--- src/hdl/rrqs_pkg.sv ---
// Shared types and constants of the round-robin quantum scheduler.
package rrqs_pkg;

  localparam int TASK_ID_W           = 4;
  localparam int OWNER_W             = TASK_ID_W + 1;
  localparam int SLICE_W             = 8;
  localparam int DEFAULT_MAX_TASKS   = 16;
  localparam int DEFAULT_NUM_MUTEXES = 3;

  localparam logic [SLICE_W-1:0] QUANTUM_RESET = 8'd2;
  localparam logic [SLICE_W-1:0] SLICE_MAX     = 8'hFF;

  localparam logic ACT_ADMIT = 1'b0;
  localparam logic ACT_TICK  = 1'b1;

  localparam logic [1:0] EFF_NONE   = 2'd0;
  localparam logic [1:0] EFF_WAIT   = 2'd1;
  localparam logic [1:0] EFF_SIGNAL = 2'd2;

  typedef enum logic [2:0] {
    ST_IDLE       = 3'd0,
    ST_RAN        = 3'd1,
    ST_TERMINATED = 3'd2,
    ST_FINISHED   = 3'd3,
    ST_REQUEUE    = 3'd4,
    ST_BLOCKED    = 3'd5,
    ST_ADMITTED   = 3'd6,
    ST_FULL       = 3'd7
  } status_t;

  // Commands to the ready queue: push_a is written before push_b.
  typedef struct packed {
    logic rd;
    logic pop;
    logic push_a;
    logic push_b;
  } rq_cmd_t;

  // Commands to the mutex wait queues, all for the selected mutex.
  typedef struct packed {
    logic rd;
    logic pop;
    logic push;
  } wq_cmd_t;

endpackage

--- src/hdl/round_robin_quantum_scheduler.sv ---
// Top level of the round-robin quantum scheduler: sequencer, task state and queues.
//
// Usage. Words enter on the in_ stream: in_tuser[0] selects admit (0) or scheduling
// tick (1); in_tdata carries the task id and the outcome of the running task's
// instruction. Every accepted word yields exactly one result word on the out_
// stream. cfg_we with cfg_wdata sets the time quantum; write it only while idle.
//
// Timing. A word is accepted in the idle state. That edge also issues the reads
// of the ready queue head and of the selected mutex's wait queue head, both held
// in synchronous memories with registered read data. In the execute state the
// queues and task state are updated and the result enters the output register,
// which drives out_tvalid. A new word is accepted only in the idle state, after
// the update of the last one, as the memory reads must be registered first.
//
// Stalls. The output register holds a finished word while the next input word
// is accepted and read; the update only completes once the output register has
// been freed by out_tready, so a stalled receiver holds the block in its update.
//
// Reset. rst_n clears the queue pointers and counts, the running task, the slice
// count and the mutex owners, and sets the quantum to two. No clearing pass.
module round_robin_quantum_scheduler #(
  parameter int MAX_TASKS   = rrqs_pkg::DEFAULT_MAX_TASKS,
  parameter int NUM_MUTEXES = rrqs_pkg::DEFAULT_NUM_MUTEXES
) (
  input  logic        clk,
  input  logic        rst_n,
  // in_tdata, low bit up: task_id[3:0], has_instruction[4], effect[6:5],
  // mutex_id[8:7], reaches_end[9], zero fill[15:10]
  input  logic        in_tvalid,
  output logic        in_tready,
  input  logic [15:0] in_tdata,
  // in_tuser: action[0]
  input  logic [0:0]  in_tuser,
  // out_tdata, low bit up: status[2:0], dispatched[3], current_id[7:4],
  // woke_valid[8], woke_id[12:9], zero fill[15:13]
  output logic        out_tvalid,
  input  logic        out_tready,
  output logic [15:0] out_tdata,
  input  logic        cfg_we,
  input  logic [7:0]  cfg_wdata
);

  localparam int IDW = rrqs_pkg::TASK_ID_W;
  localparam int CW  = $clog2(MAX_TASKS + 1);
  localparam int MW  = (NUM_MUTEXES > 1) ? $clog2(NUM_MUTEXES) : 1;
  localparam int SW  = rrqs_pkg::SLICE_W;
  localparam int OW  = rrqs_pkg::OWNER_W;

  typedef enum logic [1:0] {
    S_IDLE = 2'b01,
    S_EXEC = 2'b10
  } state_t;

  state_t state_r, state_nxt;

  // Word captured at acceptance.
  logic           act_r;
  logic [IDW-1:0] tid_r;
  logic           hasi_r;
  logic [1:0]     eff_r;
  logic           end_r;
  logic [MW-1:0]  sel_r;
  logic           mvalid_r;

  // Task and scheduling state.
  logic           run_v_r, run_v_nxt;
  logic [IDW-1:0] run_id_r, run_id_nxt;
  logic [SW-1:0]  slice_r, slice_nxt;
  logic [SW-1:0]  quantum_r;
  logic [OW-1:0]  owner_r [NUM_MUTEXES];

  // Output register.
  logic           out_valid_r;
  logic [15:0]    out_data_r;

  logic           accept, commit;
  logic [1:0]     in_mid;
  logic           in_mvalid;
  logic [MW-1:0]  in_sel, mutex_sel;

  rrqs_pkg::rq_cmd_t rq_cmd;
  rrqs_pkg::wq_cmd_t wq_cmd;
  logic [IDW-1:0]    rq_rd_id, wq_rd_id;
  logic [IDW-1:0]    rq_a_id, rq_b_id;
  logic [CW-1:0]     rq_count, wq_count;

  // Update decisions of the execute cycle.
  rrqs_pkg::status_t st;
  logic           disp, wv, blocked;
  logic [IDW-1:0] cur, wid;
  logic [CW-1:0]  cnt1, cnt2;
  logic [SW-1:0]  slice_inc;
  logic           own_we;
  logic [OW-1:0]  own_val;
  logic           rq_pop, rq_pa, rq_pb, wq_push, wq_pop;

  assign in_tready = (state_r == S_IDLE);
  assign accept    = in_tvalid && in_tready;
  assign commit    = (state_r == S_EXEC) && (!out_valid_r || out_tready);

  // Unknown mutex ids are mapped onto mutex zero; the valid flag blocks any effect.
  assign in_mid    = in_tdata[8:7];
  assign in_mvalid = int'(in_mid) < NUM_MUTEXES;
  assign in_sel    = in_mvalid ? MW'(in_mid) : '0;
  assign mutex_sel = (state_r == S_IDLE) ? in_sel : sel_r;

  always_comb begin
    unique case (state_r)
      S_IDLE:  state_nxt = accept ? S_EXEC : S_IDLE;
      S_EXEC:  state_nxt = commit ? S_IDLE : S_EXEC;
      default: state_nxt = S_IDLE;
    endcase
  end

  assign slice_inc = (slice_r == rrqs_pkg::SLICE_MAX) ? slice_r : slice_r + SW'(1);

  always_comb begin
    st         = rrqs_pkg::ST_IDLE;
    disp       = 1'b0;
    cur        = '0;
    wv         = 1'b0;
    wid        = '0;
    blocked    = 1'b0;
    run_v_nxt  = run_v_r;
    run_id_nxt = run_id_r;
    slice_nxt  = slice_r;
    own_we     = 1'b0;
    own_val    = '0;
    rq_pop     = 1'b0;
    rq_pa      = 1'b0;
    rq_pb      = 1'b0;
    rq_a_id    = tid_r;
    rq_b_id    = run_id_r;
    wq_push    = 1'b0;
    wq_pop     = 1'b0;
    cnt1       = rq_count;
    cnt2       = rq_count;
    if (act_r == rrqs_pkg::ACT_ADMIT) begin
      cur = tid_r;
      if (rq_count < CW'(MAX_TASKS)) begin
        rq_pa = 1'b1;
        st    = rrqs_pkg::ST_ADMITTED;
      end else begin
        st = rrqs_pkg::ST_FULL;
      end
    end else if (run_v_r || (rq_count != '0)) begin
      // Dispatch the head of the ready queue when nothing runs.
      if (!run_v_r) begin
        disp   = 1'b1;
        rq_pop = 1'b1;
        cnt1   = rq_count - CW'(1);
        cur    = rq_rd_id;
      end else begin
        cur = run_id_r;
      end
      cnt2       = cnt1;
      run_v_nxt  = 1'b1;
      run_id_nxt = cur;
      rq_b_id    = cur;
      if (!hasi_r) begin
        st        = rrqs_pkg::ST_TERMINATED;
        run_v_nxt = 1'b0;
        slice_nxt = '0;
      end else begin
        slice_nxt = slice_inc;
        if (eff_r == rrqs_pkg::EFF_WAIT && mvalid_r && wq_count < CW'(MAX_TASKS)) begin
          wq_push = 1'b1;
          blocked = 1'b1;
        end else if (eff_r == rrqs_pkg::EFF_SIGNAL && mvalid_r) begin
          if (wq_count == '0) begin
            own_we  = 1'b1;
            own_val = '0;
          end else if (cnt1 < CW'(MAX_TASKS)) begin
            // The woken waiter goes to the ready tail ahead of any requeue.
            wq_pop  = 1'b1;
            rq_pa   = 1'b1;
            rq_a_id = wq_rd_id;
            cnt2    = cnt1 + CW'(1);
            own_we  = 1'b1;
            own_val = OW'(wq_rd_id) + OW'(1);
            wv      = 1'b1;
            wid     = wq_rd_id;
          end
        end
        if (blocked) begin
          st        = rrqs_pkg::ST_BLOCKED;
          run_v_nxt = 1'b0;
          slice_nxt = '0;
        end else if (end_r) begin
          st        = rrqs_pkg::ST_FINISHED;
          run_v_nxt = 1'b0;
          slice_nxt = '0;
        end else if (slice_inc >= quantum_r) begin
          slice_nxt = '0;
          if (cnt2 < CW'(MAX_TASKS)) begin
            rq_pb     = 1'b1;
            st        = rrqs_pkg::ST_REQUEUE;
            run_v_nxt = 1'b0;
          end else begin
            // Ready queue full: the task keeps the processor for another slice.
            st = rrqs_pkg::ST_RAN;
          end
        end else begin
          st = rrqs_pkg::ST_RAN;
        end
      end
    end
  end

  always_comb begin
    rq_cmd.rd     = accept;
    rq_cmd.pop    = commit && rq_pop;
    rq_cmd.push_a = commit && rq_pa;
    rq_cmd.push_b = commit && rq_pb;
    wq_cmd.rd     = accept;
    wq_cmd.pop    = commit && wq_pop;
    wq_cmd.push   = commit && wq_push;
  end

  rrqs_ready_q #(
    .MAX_TASKS (MAX_TASKS)
  ) u_ready_q (
    .clk       (clk),
    .rst_n     (rst_n),
    .cmd       (rq_cmd),
    .push_a_id (rq_a_id),
    .push_b_id (rq_b_id),
    .rd_id     (rq_rd_id),
    .count     (rq_count)
  );

  rrqs_wait_q #(
    .MAX_TASKS   (MAX_TASKS),
    .NUM_MUTEXES (NUM_MUTEXES)
  ) u_wait_q (
    .clk     (clk),
    .rst_n   (rst_n),
    .sel     (mutex_sel),
    .cmd     (wq_cmd),
    .push_id (cur),
    .rd_id   (wq_rd_id),
    .count   (wq_count)
  );

  // Captured input word and output data; payload only, no reset.
  always_ff @(posedge clk) begin
    if (accept) begin
      act_r    <= in_tuser[0];
      tid_r    <= in_tdata[3:0];
      hasi_r   <= in_tdata[4];
      eff_r    <= in_tdata[6:5];
      end_r    <= in_tdata[9];
      sel_r    <= in_sel;
      mvalid_r <= in_mvalid;
    end
    if (commit) begin
      out_data_r <= {3'b000, wid, wv, cur, disp, st};
    end
  end

  always_ff @(posedge clk) begin
    if (!rst_n) begin
      state_r     <= S_IDLE;
      run_v_r     <= 1'b0;
      run_id_r    <= '0;
      slice_r     <= '0;
      quantum_r   <= rrqs_pkg::QUANTUM_RESET;
      out_valid_r <= 1'b0;
      for (int i = 0; i < NUM_MUTEXES; i++) begin
        owner_r[i] <= '0;
      end
    end else begin
      state_r <= state_nxt;
      if (cfg_we) begin
        quantum_r <= cfg_wdata;
      end
      if (commit) begin
        run_v_r  <= run_v_nxt;
        run_id_r <= run_id_nxt;
        slice_r  <= slice_nxt;
        if (own_we) begin
          owner_r[sel_r] <= own_val;
        end
      end
      if (commit) begin
        out_valid_r <= 1'b1;
      end else if (out_tready) begin
        out_valid_r <= 1'b0;
      end
    end
  end

  assign out_tvalid = out_valid_r;
  assign out_tdata  = out_data_r;

`ifndef SYNTHESIS
  // An accepted word always moves the sequencer into its update cycle.
  a_accept_exec: assert property (@(posedge clk) disable iff (!rst_n)
    accept |=> (state_r == S_EXEC))
    else $error("accepted word did not start an update");

  // Any status that ends a slice without keeping the task leaves nothing running.
  a_release: assert property (@(posedge clk) disable iff (!rst_n)
    commit && (st == rrqs_pkg::ST_BLOCKED || st == rrqs_pkg::ST_FINISHED ||
               st == rrqs_pkg::ST_TERMINATED || st == rrqs_pkg::ST_REQUEUE)
    |=> !run_v_r)
    else $error("task still running after release");

  // A woken waiter must sit in the ready queue afterwards.
  a_wake_ready: assert property (@(posedge clk) disable iff (!rst_n)
    commit && wv |=> (rq_count != '0))
    else $error("woken task missing from ready queue");
`endif

endmodule

--- src/hdl/rrqs_ready_q.sv ---
// Ready queue of task ids: circular buffer in a synchronous memory.
module rrqs_ready_q #(
  parameter int MAX_TASKS = rrqs_pkg::DEFAULT_MAX_TASKS
) (
  input  logic                           clk,
  input  logic                           rst_n,
  input  rrqs_pkg::rq_cmd_t              cmd,
  input  logic [rrqs_pkg::TASK_ID_W-1:0] push_a_id,
  input  logic [rrqs_pkg::TASK_ID_W-1:0] push_b_id,
  output logic [rrqs_pkg::TASK_ID_W-1:0] rd_id,
  output logic [$clog2(MAX_TASKS+1)-1:0] count
);

  localparam int PW = $clog2(MAX_TASKS);
  localparam int CW = $clog2(MAX_TASKS + 1);

  logic [rrqs_pkg::TASK_ID_W-1:0] mem [MAX_TASKS];
  logic [rrqs_pkg::TASK_ID_W-1:0] rd_id_r;
  logic [PW-1:0]                  head_r, head_nxt;
  logic [CW-1:0]                  count_r, count_nxt;
  logic                           pend_v_r;
  logic [PW-1:0]                  pend_addr_r;
  logic [rrqs_pkg::TASK_ID_W-1:0] pend_id_r;

  logic [PW-1:0]                  head_pop, tail0, tail1;
  logic [CW-1:0]                  cnt_pop;
  logic                           wr_en;
  logic [PW-1:0]                  wr_addr;
  logic [rrqs_pkg::TASK_ID_W-1:0] wr_data;

  function automatic logic [PW-1:0] wrap_add(input logic [PW-1:0] a, input logic [CW-1:0] b);
    logic [CW:0] s;
    s = (CW+1)'(a) + (CW+1)'(b);
    if (s >= (CW+1)'(MAX_TASKS)) begin
      s = s - (CW+1)'(MAX_TASKS);
    end
    return s[PW-1:0];
  endfunction

  always_comb begin
    head_pop  = cmd.pop ? wrap_add(head_r, CW'(1)) : head_r;
    cnt_pop   = count_r - CW'(cmd.pop);
    tail0     = wrap_add(head_pop, cnt_pop);
    tail1     = wrap_add(head_pop, cnt_pop + CW'(1));
    head_nxt  = head_pop;
    count_nxt = cnt_pop + CW'(cmd.push_a) + CW'(cmd.push_b);
  end

  // A second push in the same cycle is parked in a register and written in the cycle after.
  always_comb begin
    wr_en   = 1'b0;
    wr_addr = tail0;
    wr_data = push_a_id;
    if (pend_v_r) begin
      wr_en   = 1'b1;
      wr_addr = pend_addr_r;
      wr_data = pend_id_r;
    end else if (cmd.push_a) begin
      wr_en = 1'b1;
    end else if (cmd.push_b) begin
      wr_en   = 1'b1;
      wr_data = push_b_id;
    end
  end

  always_ff @(posedge clk) begin
    if (wr_en) begin
      mem[wr_addr] <= wr_data;
    end
    if (cmd.rd) begin
      rd_id_r <= mem[head_r];
    end
    pend_addr_r <= tail1;
    pend_id_r   <= push_b_id;
  end

  always_ff @(posedge clk) begin
    if (!rst_n) begin
      head_r   <= '0;
      count_r  <= '0;
      pend_v_r <= 1'b0;
    end else begin
      head_r   <= head_nxt;
      count_r  <= count_nxt;
      pend_v_r <= cmd.push_a && cmd.push_b;
    end
  end

  assign rd_id = rd_id_r;
  assign count = count_r;

endmodule

--- src/hdl/rrqs_wait_q.sv ---
// Per-mutex wait queues sharing one synchronous memory, one region per mutex.
module rrqs_wait_q #(
  parameter int MAX_TASKS   = rrqs_pkg::DEFAULT_MAX_TASKS,
  parameter int NUM_MUTEXES = rrqs_pkg::DEFAULT_NUM_MUTEXES
) (
  input  logic                                                clk,
  input  logic                                                rst_n,
  input  logic [((NUM_MUTEXES > 1) ? $clog2(NUM_MUTEXES) : 1)-1:0] sel,
  input  rrqs_pkg::wq_cmd_t                                   cmd,
  input  logic [rrqs_pkg::TASK_ID_W-1:0]                      push_id,
  output logic [rrqs_pkg::TASK_ID_W-1:0]                      rd_id,
  output logic [$clog2(MAX_TASKS+1)-1:0]                      count
);

  localparam int PW    = $clog2(MAX_TASKS);
  localparam int CW    = $clog2(MAX_TASKS + 1);
  localparam int DEPTH = NUM_MUTEXES * MAX_TASKS;
  localparam int AW    = (DEPTH > 1) ? $clog2(DEPTH) : 1;

  logic [rrqs_pkg::TASK_ID_W-1:0] mem [DEPTH];
  logic [rrqs_pkg::TASK_ID_W-1:0] rd_id_r;
  logic [PW-1:0]                  head_r  [NUM_MUTEXES];
  logic [CW-1:0]                  count_r [NUM_MUTEXES];

  logic [PW-1:0] head_sel, tail_sel;
  logic [CW-1:0] count_sel;
  logic [AW-1:0] rd_addr, wr_addr;

  function automatic logic [PW-1:0] wrap_add(input logic [PW-1:0] a, input logic [CW-1:0] b);
    logic [CW:0] s;
    s = (CW+1)'(a) + (CW+1)'(b);
    if (s >= (CW+1)'(MAX_TASKS)) begin
      s = s - (CW+1)'(MAX_TASKS);
    end
    return s[PW-1:0];
  endfunction

  always_comb begin
    head_sel  = head_r[sel];
    count_sel = count_r[sel];
    tail_sel  = wrap_add(head_sel, count_sel);
    rd_addr   = AW'(int'(sel) * MAX_TASKS + int'(head_sel));
    wr_addr   = AW'(int'(sel) * MAX_TASKS + int'(tail_sel));
  end

  always_ff @(posedge clk) begin
    if (cmd.push) begin
      mem[wr_addr] <= push_id;
    end
    if (cmd.rd) begin
      rd_id_r <= mem[rd_addr];
    end
  end

  always_ff @(posedge clk) begin
    if (!rst_n) begin
      for (int i = 0; i < NUM_MUTEXES; i++) begin
        head_r[i]  <= '0;
        count_r[i] <= '0;
      end
    end else begin
      if (cmd.pop) begin
        head_r[sel]  <= wrap_add(head_sel, CW'(1));
        count_r[sel] <= count_sel - CW'(1);
      end else if (cmd.push) begin
        count_r[sel] <= count_sel + CW'(1);
      end
    end
  end

  assign rd_id = rd_id_r;
  assign count = count_sel;

endmodule

--- config.mk ---
export PLATFORM = sky130hd
export DESIGN_NAME = round_robin_quantum_scheduler
export DESIGN_NICKNAME = d
export VERILOG_FILES = /design/src/hdl/rrqs_pkg.sv /design/src/hdl/round_robin_quantum_scheduler.sv /design/src/hdl/rrqs_ready_q.sv /design/src/hdl/rrqs_wait_q.sv
export SDC_FILE = /design/constraint.sdc
export NUM_CORES = 1
export LEC_CHECK = 0
export BUFFER_PORTS_ARGS = -buffer_cell sky130_fd_sc_hd__buf_2
export CORE_ASPECT_RATIO = 1.4
export CORE_MARGIN = 1
export CORE_UTILIZATION = 50
export CTS_CLUSTER_SIZE = 8
export DETAILED_ROUTE_END_ITERATION = 8
export GPL_TIMING_DRIVEN = 0
export HOLD_SLACK_MARGIN = 0.15
export PLACE_DENSITY = 0.66
export SETUP_SLACK_MARGIN = 0.15
export SYNTH_ARGS = -nofsm -noshare
export SYNTH_HDL_FRONTEND = slang
export SYNTH_SLANG_ARGS = --single-unit
--- constraint.sdc ---
create_clock -name clk -period 7.44 [get_ports clk]
set_input_delay 0 -clock clk [delete_from_list [all_inputs] [get_ports clk]]
set_output_delay 0 -clock clk [all_outputs]
set_load 0.05 [all_outputs]
Word-level counts from Yosys, hierarchy flattened. Memories as Yosys holds them, arrays and structs flattened. A register that Yosys moved wholly into a read port is not among the register bits. Cells that the tools add are included.

RAM bits: 283. Bits in read-only memories: 0. Bits in latches: 0. Input bits: 30. Register bits after elaboration: 67. Memories: 4. Output and inout bits: 18.

Add/subtract/negate cells: 21. Muxes and demuxes: 106. Shift-type cells: 0. Bitwise gates (word level): 6. Reduce and logical (&&, ||, !) cells: 21. Div/mod/pow operators: 0. Order comparisons: 11. Eq/ne operators: 5. Multiply operators: 0.

Memories: u_wait_q.mem (depth 48, bits a word 4, rd ports 1, clocked after Yosys merged registers in 1, write ports 1, line rrqs_wait_q.sv:20) `logic [rrqs_pkg::TASK_ID_W-1:0] mem [DEPTH];`; u_ready_q.mem (depth 16, bits a word 4, rd ports 1, clocked after Yosys merged registers in 1, write ports 1, line rrqs_ready_q.sv:17) `logic [rrqs_pkg::TASK_ID_W-1:0] mem [MAX_TASKS];`; u_wait_q.count_r (depth 3, bits a word 5, rd ports 1, clocked after Yosys merged registers in 0, write ports 3, line rrqs_wait_q.sv:23) `logic [CW-1:0] count_r [NUM_MUTEXES];`; u_wait_q.head_r (depth 3, bits a word 4, rd ports 1, clocked after Yosys merged registers in 0, write ports 3, line rrqs_wait_q.sv:22) `logic [PW-1:0] head_r [NUM_MUTEXES];`.

Operator list (number): 2-to-1 mux 4 bit (25); 2-to-1 mux 5 bit (12); 2-to-1 mux 1 bit (50); 2-to-1 mux 8 bit (5); 2-to-1 mux 3 bit (7); < comparator 5 bit, second input constant (4); subtractor 4 x 1 -> 4 bit, second input constant (5); adder 4 x 5 -> 6 bit (3); >= comparator 6 x 5 -> 1 bit, second input constant (3); adder 5 x 1 -> 5 bit, second input constant (3); adder 6 x 4 -> 6 bit (2); 2-to-1 mux 2 bit (6); logical AND 1 bit (11); adder 4 x 1 -> 5 bit, second input constant (2); adder 5 x 1 -> 5 bit (2); >= comparator 5 bit, second input constant (2); subtractor 5 x 1 -> 5 bit, second input constant (2); adder 8 x 1 -> 8 bit, second input constant (1); equality test 8 bit, second input constant (1); >= comparator 8 bit (1); OR reduction 7 bit (1); zero test 5 bit (1); inverter 1 bit (5); nonzero test 5 bit (1); other kinds (12) (15).

Logic depth before layout (Yosys ltp). Gate-level depths: netlist (run 1).

Depth after elaboration: 26. Depth in mapped cells: 19. Gate-level depth less buffers: 19.

Modules after synthesis. A second synthesis (run 1) with hierarchy kept.

Cells, all modules: 1085. Area, all modules: 16274.4 µm².

Modules (own cells, without submodules): rrqs_wait_q (sequential area each 6966.7 µm², times used 1, area an instance 9748.1 µm², cells each 582); rrqs_ready_q (sequential area each 2402.3 µm², times used 1, area an instance 3858.7 µm², cells each 245); round_robin_quantum_scheduler (sequential area each 1231.2 µm², times used 1, area an instance 2667.6 µm², cells each 258).

Worst setup path after synthesis (run 1). Ideal clock, no wire load.

Path type: reg-to-reg. Start: register state_r[1]. End: memory u_wait_q.mem[32][0] in the netlist's numbering, enable pin. Required time: 7.110 ns. Arrival time: 4.013 ns. Buffers on the path: 2. Slack: 3.097 ns. Setup time: 0.330 ns. Cell stages (with the launch flop): 18. Cells stage by stage: dfxtp_1 inv_1 ha_1 nand3b_1 and2_1 buf_2 buf_1 nor2_1 nor2_1 o21ai_2 clkinv_1 ha_1 a21o_1 a21oi_1 xnor2_1 xor2_1 nand3_1 nor2_1.

Word-level cells in the longest chain between the ends: 12.

RTL lines: from (decl) (line round_robin_quantum_scheduler.sv:54) `state_t state_r, state_nxt;`; from (signal assigned) (line round_robin_quantum_scheduler.sv:273) `state_r <= state_nxt;`; equality test 2 x 1 -> 1 bit (*); net in_tready (line round_robin_quantum_scheduler.sv:30) `output logic in_tready,`; 2-to-1 mux 2 bit (*) (line round_robin_quantum_scheduler.sv:105) `assign mutex_sel = (state_r == S_IDLE) ? in_sel : sel_r;`; parallel branches: the longest is 10 deep, another holds adder 4 x 5 -> 6 bit; to (decl) (line rrqs_wait_q.sv:20).

Mark *: on every way through the listed nets, which the timed path passes.

Worst setup path in the final report (run 1).
Start: register state_r[1]. End: memory u_wait_q.mem[32][1] in the netlist's numbering, enable pin.

Word-level cells in the longest chain between the ends: 12.

RTL lines: parallel branches: the longest is 12 deep, another holds adder 4 x 5 -> 6 bit.

Several ways; the timed one is not identified.

==> results of run 1 <==
-- registers in the layout (all words and copies together) (netlist names), 5 cells and up --
signal and flops:
out_tdata 13, u_wait_q.head_r 16, u_wait_q.count_r 20, slice_r 8, u_wait_q.mem 192, u_ready_q.count 5, u_ready_q.mem 64, quantum_r 8
-- cell usage after synthesis (all sizes together) (17+ instances only) --
cell type	n	area (µm²)
o21ai	17	88.8
ha	28	350
nor2	136	510
a21oi	22	110
nand2	79	299
nand3	27	135
and2	22	138
clkbuf	25	93.8
edfxtp	325	9760
mux4	49	1100
inv	46	178
mux2i	60	601
buf	22	126
xnor2	25	219
a211oi	18	135
dfxtp	42	841
-- power groups by stage --
stage | combinational, mW | sequential [mW] | clock, mW
after global placement | 0.831 | 2.38 | 0
after global routing | 0.955 | 2.33 | 2.20
after floorplan | 0.578 | 2.38 | 0
after detailed placement | 0.864 | 2.37 | 0
final | 0.889 | 2.33 | 2.09
after CTS | 0.887 | 2.33 | 2.12
-- area by class of cell --
type | count | area (µm²) | share of cell area
Sequential cell | 367 | 10600 | 0.566
Multi-Input combinational cell | 655 | 5090 | 0.272
Clock buffer | 73 | 1380 | 0.0737
Timing Repair Buffer | 83 | 713 | 0.0381
Tap cell | 395 | 494 | 0.0264
Buffer | 47 | 220 | 0.0118
Inverter | 48 | 185 | 0.00988
Clock inverter | 2 | 50.0 | 0.00267
-- per-layer routing --
| metal | routed length [µm] | GRT usage | up-vias |
|---|---|---|---|
| met1 | 14400 | 0.279 | 4818 |
| met2 | 19000 | 0.411 | 359 |
| met5 | 0 | 0 | - |
| met3 | 2260 | 0.0401 | 86 |
| li1 | - | - | 4488 |
| met4 | 1340 | 0.0950 | 0 |
-- path summary, 6_finish.rpt --
path / startpoint / to / slack [ps] / cells after the start
setup reg to reg: state_r[1] / u_wait_q.mem[32][1] / 1980 / 17
hold / removal: in_tdata[1] / tid_r[1] / 220 / 2
hold reg to reg: run_id_r[0] / u_ready_q.pend_id_r[0] / 500 / 2
setup / recovery: state_r[1] / u_wait_q.mem[32][1] / 1980 / 17
-- what timing repair did --
item,in CTS,in global routing
hold buffers,43,0
endpoints found under the hold margin,29,0
endpoints found under the setup margin,0,0
-- cell families after synthesis --
logic type / after synthesis / synth area share
AO/OA/AOI/OAI: 136 / 0.0616
XOR/XNOR: 35 / 0.0191
adder cells (fa/ha/maj): 33 / 0.0281
buffers and inverters: 95 / 0.0253
flip-flops: 367 / 0.661
multiplexers: 112 / 0.108
other: 1 / 0.000234
AND/OR/NAND/NOR: 336 / 0.0968
-- per-stage QoR --
| stage | instance area (µm²) | power, mW | util | instances |
|---|---|---|---|---|
| after global placement | 16700 | 3.21 | 0.529 | 1548 |
| after CTS | 18700 | 5.34 | 0.593 | 1670 |
| after detailed placement | 16900 | 3.23 | 0.534 | 1552 |
| after floorplan | 16100 | 2.95 | - | 1117 |
| final | 18700 | 5.31 | 0.593 | 1670 |
| after global routing | 18700 | 5.49 | 0.593 | 1670 |
==> results.sh, run 1 <==
export IMPL_status="finished clean"
export IMPL_clock_insertion_delay_worst_skew_ps=570
export IMPL_routabilityCongestion=0.842
export IMPL_path_common_cell="nor2_1"
export IMPL_yosys_warn_count=0
export IMPL_layout_commonest_cell="edfxtp_1"
export IMPL_power_per_cell_area_mw_per_mm2=283
export IMPL_layout_worst_path_cycle_share=0.734
export IMPL_layout_common_cells="325 x edfxtp_1, 136 x nor2_1, 78 x nand2_1, 60 x mux2i_1, 52 x clkbuf_16"
export IMPL_floorplan_core_area_mm2=0.0316
export IMPL_first_iter_violations=645
export IMPL_setup_slack_ps=1980
export IMPL_crit_chain="inv_1, ha_1, nand3b_1, and2_1, buf_2, buf_1, nor2_1, nor2_1, o21ai_2, clkinv_1, ha_1, a21o_1, a21oi_1, xnor2_1, xor2_1, nand3_1, nor2_1"
export IMPL_fmax_ghz=0.183
export IMPL_hpwl_dp_um=25500
export IMPL_critPathRequiredTime_ps=7650
export IMPL_comb_power_share=0.168
export IMPL_async_reset_ff_frac=0
export IMPL_finalHoldViolCount=0
export IMPL_placement_setup_worst_slack_ps=2120
export IMPL_yosys_most_used_dff="edfxtp_1"
export IMPL_worst_path_dominant_cell_family="simple AND/OR/NAND/NOR gates"
export IMPL_synth_edf_count=325
export IMPL_cellInternalPower_mw=3.90
export IMPL_synth_cell_area_mm2=0.0160
export IMPL_number_of_instances_in_the_synthesized_netlist=1115
export IMPL_setup_tns_final_ps=0
export IMPL_antenna_cells=0
export IMPL_path_class="flop to flop"
export IMPL_globalRouteOverflowTotal=0
export IMPL_vdd_ir_drop_max_mv=0.178
export IMPL_route_detailed_vias_per_inst=5.84
export IMPL_setup_repair_after_global_routing_missed_its_margin="false"
export IMPL_netSwitchingPower_mw=1.41
export IMPL_endpoint_kind="flop"
export IMPL_final_hold_slack_ps=215
export IMPL_worstMarginPinSlew_ps=1320
export IMPL_clock_skew_final_ps=37.2
export IMPL_design_die_area_mm2=0.0328
export IMPL_track_usage=0.232
export IMPL_io_pin_count=48
export IMPL_pin_count_of_the_biggest_net_entering_global_routing=38
export IMPL_ys_ff_latch=367
export IMPL_cts_inserted_buffers=51
export IMPL_power_leakage_nw=6.57
export IMPL_cts_repair_timing_setup_buffer_count=0
export IMPL_die_h_um=214
export IMPL_cp_data_arrival_time_ps=5670
export IMPL_rows=77
export IMPL_final_layout_size_suffix_gt1_frac=0.140
export IMPL_final_setup_viol_count=0
export IMPL_cts_tree="done"
export IMPL_share_clk_of_total_power=0.393
export IMPL_grt_pass1_wl_um=57500
export IMPL_hold_path_class="primary input to flop"
export IMPL_synth_cell_type_count=69
export IMPL_floorplan_initialDensity=0.508
export IMPL_rel_slew_slack=0.111
export IMPL_power_sequential_fraction=0.439
export IMPL_post_cts_resized=0
export IMPL_drv_max_cap_violation_count=0
export IMPL_clk_path_buf_depth=3
export IMPL_die_width_um=153
export IMPL_drt_pass1_iter_count=5
export IMPL_areaGrowthSynthToFinish_pct=16.8
export IMPL_number_of_antenna_violations_at_the_first_check_in_global_routing=0
export IMPL_avgSynthCellArea_um2=14.4
export IMPL_yosysSeqAreaShare=0.661
export IMPL_route_detailed_wl_per_inst_um=22.2
export IMPL_first_global_vias=10200
export IMPL_final_net_count=1316
export IMPL_cts_htree_levels=2
export IMPL_swShare=0.265
export IMPL_finalCriticalPeriod_ps=5460
export IMPL_ant_nets=0
export IMPL_launching_element_type_of_the_critical_path="flop"
export IMPL_clock_root_buffer="clkbuf_16"
export IMPL_vias=9751
export IMPL_max_incr_delay_on_cp_ps=560
export IMPL_placement_io_buffers=36
export IMPL_timing_final_max_slew_violations=0
export IMPL_route_final_wire_length_um=37000
export IMPL_clock_sinks=367
export IMPL_critPathBufInv=4
export IMPL_layout_filler_cells=2413
export IMPL_clk_pin_slew_ps=50
export IMPL_critical_path_slowest_cell="clkinv_1"
export IMPL_critical_path_max_fanout=10
export IMPL_drc=0
No activity file was read; power rests on OpenSTA's default activity.
==> run 2: changes to the inputs <==
==> constraint.sdc (replaced) <==
create_clock -name clk -period 5.2 [get_ports clk]
set_input_delay 0 -clock clk [delete_from_list [all_inputs] [get_ports clk]]
set_output_delay 0 -clock clk [all_outputs]
set_load 0.05 [all_outputs]
==> run 2 against run 1 <==
Compared with the run above: core utilization is 1.1 points higher; clock-buffer cell count is the same; clock power rose by 43%; register-to-register slack got worse by 1700 ps; worst hold slack better by 1.5 ps; combinational power increased by 56%; setup slack got worse by 1700 ps; critical endpoint is now u_wait_q.mem[15][0]; largest cell class unchanged; largest power group unchanged.
==> results.sh, run 2 (synthesized netlist as in run 1, its figures left out) <==
export IMPL_regArea_mm2=0.0106
export IMPL_status="finished clean"
export IMPL_layout_filler_cells=2373
export IMPL_largestRegisters="u_wait_q.mem: 192 flops, u_ready_q.mem: 64 flops, u_wait_q.count_r: 20 flops"
export IMPL_cts_inserted_buffers=51
export IMPL_finalCoreUtilization=0.604
export IMPL_vias=9783
export IMPL_routabilityCongestion=0.842
export IMPL_critical_path_max_fanout=11
export IMPL_hold_path_class="primary input to flop"
export IMPL_track_usage=0.232
export IMPL_final_layout_size_suffix_gt1_frac=0.195
export IMPL_fmax_ghz=0.205
export IMPL_timing_rr_start="state_r[1]"
export IMPL_netSwitchingPower_mw=2.10
export IMPL_pin_count_of_the_biggest_net_entering_global_routing=38
export IMPL_final_setup_viol_count=0
export IMPL_layout_worst_path_cycle_share=0.936
export IMPL_power_sequential_fraction=0.433
export IMPL_drv_max_cap_violation_count=0
export IMPL_number_of_flip_flops_under_the_largest_register_name=192
export IMPL_antenna_cells=0
export IMPL_r2r_end="u_wait_q.mem[15][0]"
export IMPL_power_per_cell_area_mw_per_mm2=404
export IMPL_grt_pass1_wl_um=57500
export IMPL_final_net_count=1316
export IMPL_clk_pin_slew_ps=50
export IMPL_cp_data_arrival_time_ps=5080
export IMPL_hpwl_dp_um=25500
export IMPL_die_h_um=214
export IMPL_clock_skew_final_ps=34.5
export IMPL_critPathRequiredTime_ps=5410
export IMPL_power_leakage_nw=6.61
export IMPL_io_pin_count=48
export IMPL_number_of_antenna_violations_at_the_first_check_in_global_routing=0
export IMPL_route_detailed_vias_per_inst=5.86
export IMPL_floorplan_initialDensity=0.508
export IMPL_floorplan_core_area_mm2=0.0316
export IMPL_vdd_ir_drop_max_mv=0.257
export IMPL_clock_root_buffer="clkbuf_16"
export IMPL_route_final_wire_length_um=37300
export IMPL_setup_repair_after_global_routing_missed_its_margin="true"
export IMPL_layout_commonest_cell="edfxtp_1"
export IMPL_placement_io_buffers=36
export IMPL_clk_path_buf_depth=3
export IMPL_first_iter_violations=617
export IMPL_multi_input_area_mm2=0.00542
export IMPL_share_clk_of_total_power=0.387
export IMPL_worst_reg_to_reg_setup_slack_ps=330
export IMPL_die_width_um=153
export IMPL_route_detailed_wl_per_inst_um=22.4
export IMPL_finalHoldViolCount=0
export IMPL_drc=0
export IMPL_path_class="flop to flop"
export IMPL_ant_nets=0
export IMPL_rel_slew_slack=0.235
export IMPL_finalCriticalPeriod_ps=4870
export IMPL_worst_r2r_cell_count=16
export IMPL_design_die_area_mm2=0.0328
export IMPL_clock_insertion_delay_worst_skew_ps=570
export IMPL_stdcell_area_mm2=0.0191
export IMPL_cts_htree_levels=2
export IMPL_comb_power_share=0.180
export IMPL_layout_common_cells="325 x edfxtp_1, 88 x nor2_1, 72 x nand2_1, 60 x mux2i_1, 52 x clkbuf_16"
export IMPL_rows=77
export IMPL_timing_final_max_slew_violations=0
export IMPL_areaGrowthSynthToFinish_pct=18.9
export IMPL_globalRouteOverflowTotal=0
export IMPL_cts_repair_timing_setup_buffer_count=0
export IMPL_clock_sinks=367
export IMPL_endpoint_kind="flop"
export IMPL_swShare=0.272
export IMPL_cts_tree="done"
export IMPL_most_flops_register="u_wait_q.mem"
export IMPL_cp_startpoint="state_r[1]"
export IMPL_worstMarginPinSlew_ps=1130
export IMPL_placed_area_mm2=0.0169
export IMPL_endpoint="u_wait_q.mem[15][0]"
export IMPL_first_global_vias=10200
export IMPL_cellInternalPower_mw=5.61
export IMPL_launching_element_type_of_the_critical_path="flop"
export IMPL_drt_pass1_iter_count=7
-- run 2: cell count changes in the layout (fill, tap and decap cells not counted), moves of 3 or more --
cell     change
nand3_1      -5
nor2_4      +15
nor2_2      +33
buf_2        -3
nand2_1      -6
nor2_1      -48
nand2_2      +5
nand3_2      +3
-- run 2: worst min path at each step --
| stage | cells past startpoint | endpoint | from | slack, ps |
|---|---|---|---|---|
| floorplan | 0 | act_r | in_tuser | 100 |
| global placement | 1 | hasi_r | in_tdata[4] | 180 |
| detailed placement | 1 | hasi_r | in_tdata[4] | 180 |
| CTS | 2 | tid_r[1] | in_tdata[1] | 210 |
| global route | 2 | tid_r[1] | in_tdata[1] | 220 |
| finish | 2 | tid_r[1] | in_tdata[1] | 220 |
-- run 2: final cells by class --
cell class / count / area share
Sequential cell: 367 / 0.556
Timing Repair Buffer: 83 / 0.0374
Inverter: 48 / 0.00978
Multi-Input combinational cell: 655 / 0.284
Clock inverter: 2 / 0.00262
Buffer: 47 / 0.0121
Tap cell: 395 / 0.0259
Clock buffer: 73 / 0.0724
-- run 2: power groups by stage --
stage	Clock (mW)	Combinational, mW	Sequential (mW)
final	2.98	1.39	3.34
after global routing	3.15	1.48	3.34
after CTS	3.03	1.29	3.33
after detailed placement	0	1.24	3.39
after global placement	0	1.19	3.40
after floorplan	0	0.827	3.40
-- run 2: per-stage QoR --
step / setup TNS, ps / power, mW / setup WS (ps) / cells / hold slack [ps]
finish: 0 / 7.71 / 331 / 1670 / 217
global route: 0 / 7.96 / 69.4 / 1670 / 216
CTS: 0 / 7.66 / 163 / 1670 / 205
detailed placement: -5580 / 4.62 / -124 / 1552 / 178
global placement: -80140 / 4.59 / -627 / 1548 / 179
floorplan: 0 / 4.23 / 857 / 1117 / 98.9
-- run 2: worst max-delay path: stages (launching register included) --
cell and delay, ps:
dfxtp_1 310, inv_1 50, ha_1 320, nand2b_1 270
nand2_2 200, a221oi_1 260, or2_1 190, buf_6 170
inv_6 90, buf_6 180, buf_4 210, buf_2 230
ha_1 260, fa_1 430, xor2_1 280, nand3_1 580
nor2_2 450
-- run 2: what timing repair did --
action	in CTS	in global routing
pin swaps	0	0
setup endpoints to repair	192	197
resized for setup	28	65
endpoints found under the hold margin	29	0
hold buffers	43	0
-- run 2: per-layer routing --
| layer | routed length, µm | vias to the layer above | GRT usage |
|---|---|---|---|
| li1 | - | 4488 | - |
| met1 | 14600 | 4891 | 0.278 |
| met2 | 19400 | 316 | 0.415 |
| met3 | 1980 | 88 | 0.0391 |
| met4 | 1340 | 0 | 0.0923 |
| met5 | 0 | - | 0 |
==> run 3: changes to the inputs <==
--- a/config.mk
+++ b/config.mk
@@ -8,12 +8,13 @@
 export BUFFER_PORTS_ARGS = -buffer_cell sky130_fd_sc_hd__buf_2
 export CORE_ASPECT_RATIO = 1.4
 export CORE_MARGIN = 1
-export CORE_UTILIZATION = 50
+export CORE_UTILIZATION = 56
 export CTS_CLUSTER_SIZE = 8
 export DETAILED_ROUTE_END_ITERATION = 8
+export GPL_ROUTABILITY_DRIVEN = 0
 export GPL_TIMING_DRIVEN = 0
 export HOLD_SLACK_MARGIN = 0.15
-export PLACE_DENSITY = 0.66
+export PLACE_DENSITY = 0.73
 export SETUP_SLACK_MARGIN = 0.15
 export SYNTH_ARGS = -nofsm -noshare
 export SYNTH_HDL_FRONTEND = slang
==> run 3 against run 2 <==
Compared with the run above: core utilization rose by 6.4 points; critical path depth did not move; via count rose by 2.0%; clock skew fell by 14 ps; final cell count fell by 1.5%; combinational power barely moved; sequential power barely moved; register-to-register slack improved by 50 ps; setup slack improved by 50 ps; non-clock buffer count fell by 4; largest power group unchanged.
==> results.sh, run 3 (synthesized netlist as in run 1, its figures left out) <==
export IMPL_hpwl_dp_um=25500
export IMPL_floorplan_initialDensity=0.567
export IMPL_dpl_cell_count=1532
export IMPL_clock_skew_final_ps=20.7
export IMPL_finalCoreUtilization=0.668
export IMPL_die_width_um=145
export IMPL_ant_nets=0
export IMPL_layout_commonest_cell="edfxtp_1"
export IMPL_route_final_wire_length_um=38100
export IMPL_final_hold_slack_ps=166
export IMPL_setup_tns_final_ps=0
export IMPL_track_usage=0.266
export IMPL_finish_cell_count_without_fillers=1645
export IMPL_power_leakage_nw=6.58
export IMPL_first_iter_violations=864
export IMPL_route_detailed_wl_per_inst_um=23.2
export IMPL_cts_inserted_buffers=51
export IMPL_globalRouteOverflowTotal=0
export IMPL_largestRegisters="u_wait_q.mem: 192 flops, u_ready_q.mem: 64 flops, u_wait_q.count_r: 20 flops"
export IMPL_die_h_um=202
export IMPL_number_of_antenna_violations_at_the_first_check_in_global_routing=0
export IMPL_number_of_flip_flops_under_the_largest_register_name=192
export IMPL_hold_path_class="primary input to flop"
export IMPL_drc=0
export IMPL_clock_insertion_delay_worst_skew_ps=570
export IMPL_hp_start="in_tdata[1]"
export IMPL_floorplan_core_area_mm2=0.0283
export IMPL_path_common_cell="clkbuf_4"
export IMPL_setup_repair_after_global_routing_missed_its_margin="false"
export IMPL_rows=73
export IMPL_power_per_cell_area_mw_per_mm2=406
export IMPL_drt_pass1_iter_count=5
export IMPL_layout_filler_cells=1906
export IMPL_vias=9976
export IMPL_vdd_ir_drop_max_mv=0.244
export IMPL_critical_path_slowest_cell="xor2_2"
export IMPL_cp_data_arrival_time_ps=5060
export IMPL_rel_slew_slack=0.303
export IMPL_design_die_area_mm2=0.0293
export IMPL_io_pin_count=48
export IMPL_placement_io_buffers=36
export IMPL_finalCriticalPeriod_ps=4820
export IMPL_final_net_count=1312
export IMPL_grt_pass1_wl_um=58300
export IMPL_route_detailed_vias_per_inst=6.06
export IMPL_cp_startpoint="state_r[1]"
export IMPL_clk_pin_slew_ps=50
export IMPL_critical_path_max_fanout=10
export IMPL_final_layout_size_suffix_gt1_frac=0.194
export IMPL_max_incr_delay_on_cp_ps=360
export IMPL_pin_count_of_the_biggest_net_entering_global_routing=36
export IMPL_antenna_cells=0
export IMPL_timing_rr_start="state_r[1]"
export IMPL_endpoint_kind="flop"
export IMPL_cts_htree_levels=2
export IMPL_critPathRequiredTime_ps=5440
export IMPL_areaGrowthSynthToFinish_pct=17.8
export IMPL_most_flops_register="u_wait_q.mem"
export IMPL_timing_final_max_slew_violations=0
export IMPL_status="finished clean"
export IMPL_layout_worst_path_cycle_share=0.927
export IMPL_crit_chain="inv_1, ha_1, nand3b_1, nand2_1, buf_2, nand2_1, a31oi_1, clkbuf_4, clkbuf_4, clkbuf_4, ha_1, a21oi_1, xnor2_2, xor2_2, nand2_2, nor2_2"
export IMPL_final_setup_viol_count=0
export IMPL_layout_common_cells="325 x edfxtp_1, 88 x nor2_1, 70 x nand2_1, 60 x mux2i_1, 52 x clkbuf_16"
export IMPL_drv_max_cap_violation_count=0
export IMPL_clock_sinks=367
export IMPL_cts_tree="done"
export IMPL_first_global_vias=10300
export IMPL_path_class="flop to flop"
export IMPL_fmax_ghz=0.207
export IMPL_launching_element_type_of_the_critical_path="flop"
export IMPL_cts_repair_timing_setup_buffer_count=0
export IMPL_worstMarginPinSlew_ps=1050
export IMPL_clock_root_buffer="clkbuf_16"
export IMPL_finalHoldViolCount=0
export IMPL_clk_path_buf_depth=3
run 3: cell types whose count changed in the layout (fill, tap and decap cells not counted), sizes merged:
cell / previous run / this run
buf: 58 / 57
dlygate4sd3: 43 / 39
run 3: worst paths after layout:
kind	to	slack, ps	cells past startpoint
hold / removal	tid_r[1]	170	2
setup / recovery	u_wait_q.mem[5][3]	380	16
setup reg to reg	u_wait_q.mem[5][3]	380	16
hold reg to reg	u_ready_q.pend_id_r[0]	510	2
run 3: report_power, final:
| part | internal [mW] | switching (mW) |
|---|---|---|
| combinational | 0.476 | 0.896 |
| clock | 1.80 | 1.15 |
| sequential | 3.31 | 0.0258 |
run 3: layout make-up:
cell class                      instances  area (µm²)  area share
Tap cell                              375         469      0.0248
Buffer                                 47         230      0.0122
Clock buffer                           72        1380      0.0728
Clock inverter                          2        25.0     0.00132
Inverter                               48         186     0.00986
Sequential cell                       367       10600       0.561
Multi-Input combinational cell        655        5360       0.283
Timing Repair Buffer                   79         658      0.0348
run 3: layer usage:
layer  routed length [µm]  global-route usage  up-vias  part of all wire
met5                    0                   0        -                 0
met4                 1720               0.133        0             0.045
met3                 2180              0.0395      108             0.057
met2                20600               0.488      463              0.54
met1                13700               0.300     4917              0.36
li1                     -                   -     4488                 -
run 3: worst max-delay path: cells and delay by family, from the launching register on:
family / cells / cell delay [ps]
buf+inv: 5 / 1310
compound gates: 2 / 570
fa+ha+maj: 2 / 650
simple gates: 5 / 1100
flops: 1 / 320
xor+xnor: 2 / 550
run 3: timing repair:
| action | 4_1_cts | 5_1_grt |
|---|---|---|
| setup endpoints to repair | 184 | 209 |
| resized for setup | 2 | 81 |
| hold endpoints to repair | 29 | 0 |
| hold buffers | 39 | 0 |
| pin swaps | 0 | 0 |
run 3: metrics by stage:
step | setup WS, ps | cell area, µm² | total power, mW
4_1_cts | 101 | 18600 | 7.58
2_1_floorplan | 857 | 16100 | 4.23
3_5_place_dp | -48.3 | 16800 | 4.61
5_1_grt | 196 | 18900 | 7.88
6_report | 381 | 18900 | 7.67
3_3_place_gp | -787 | 16700 | 4.59
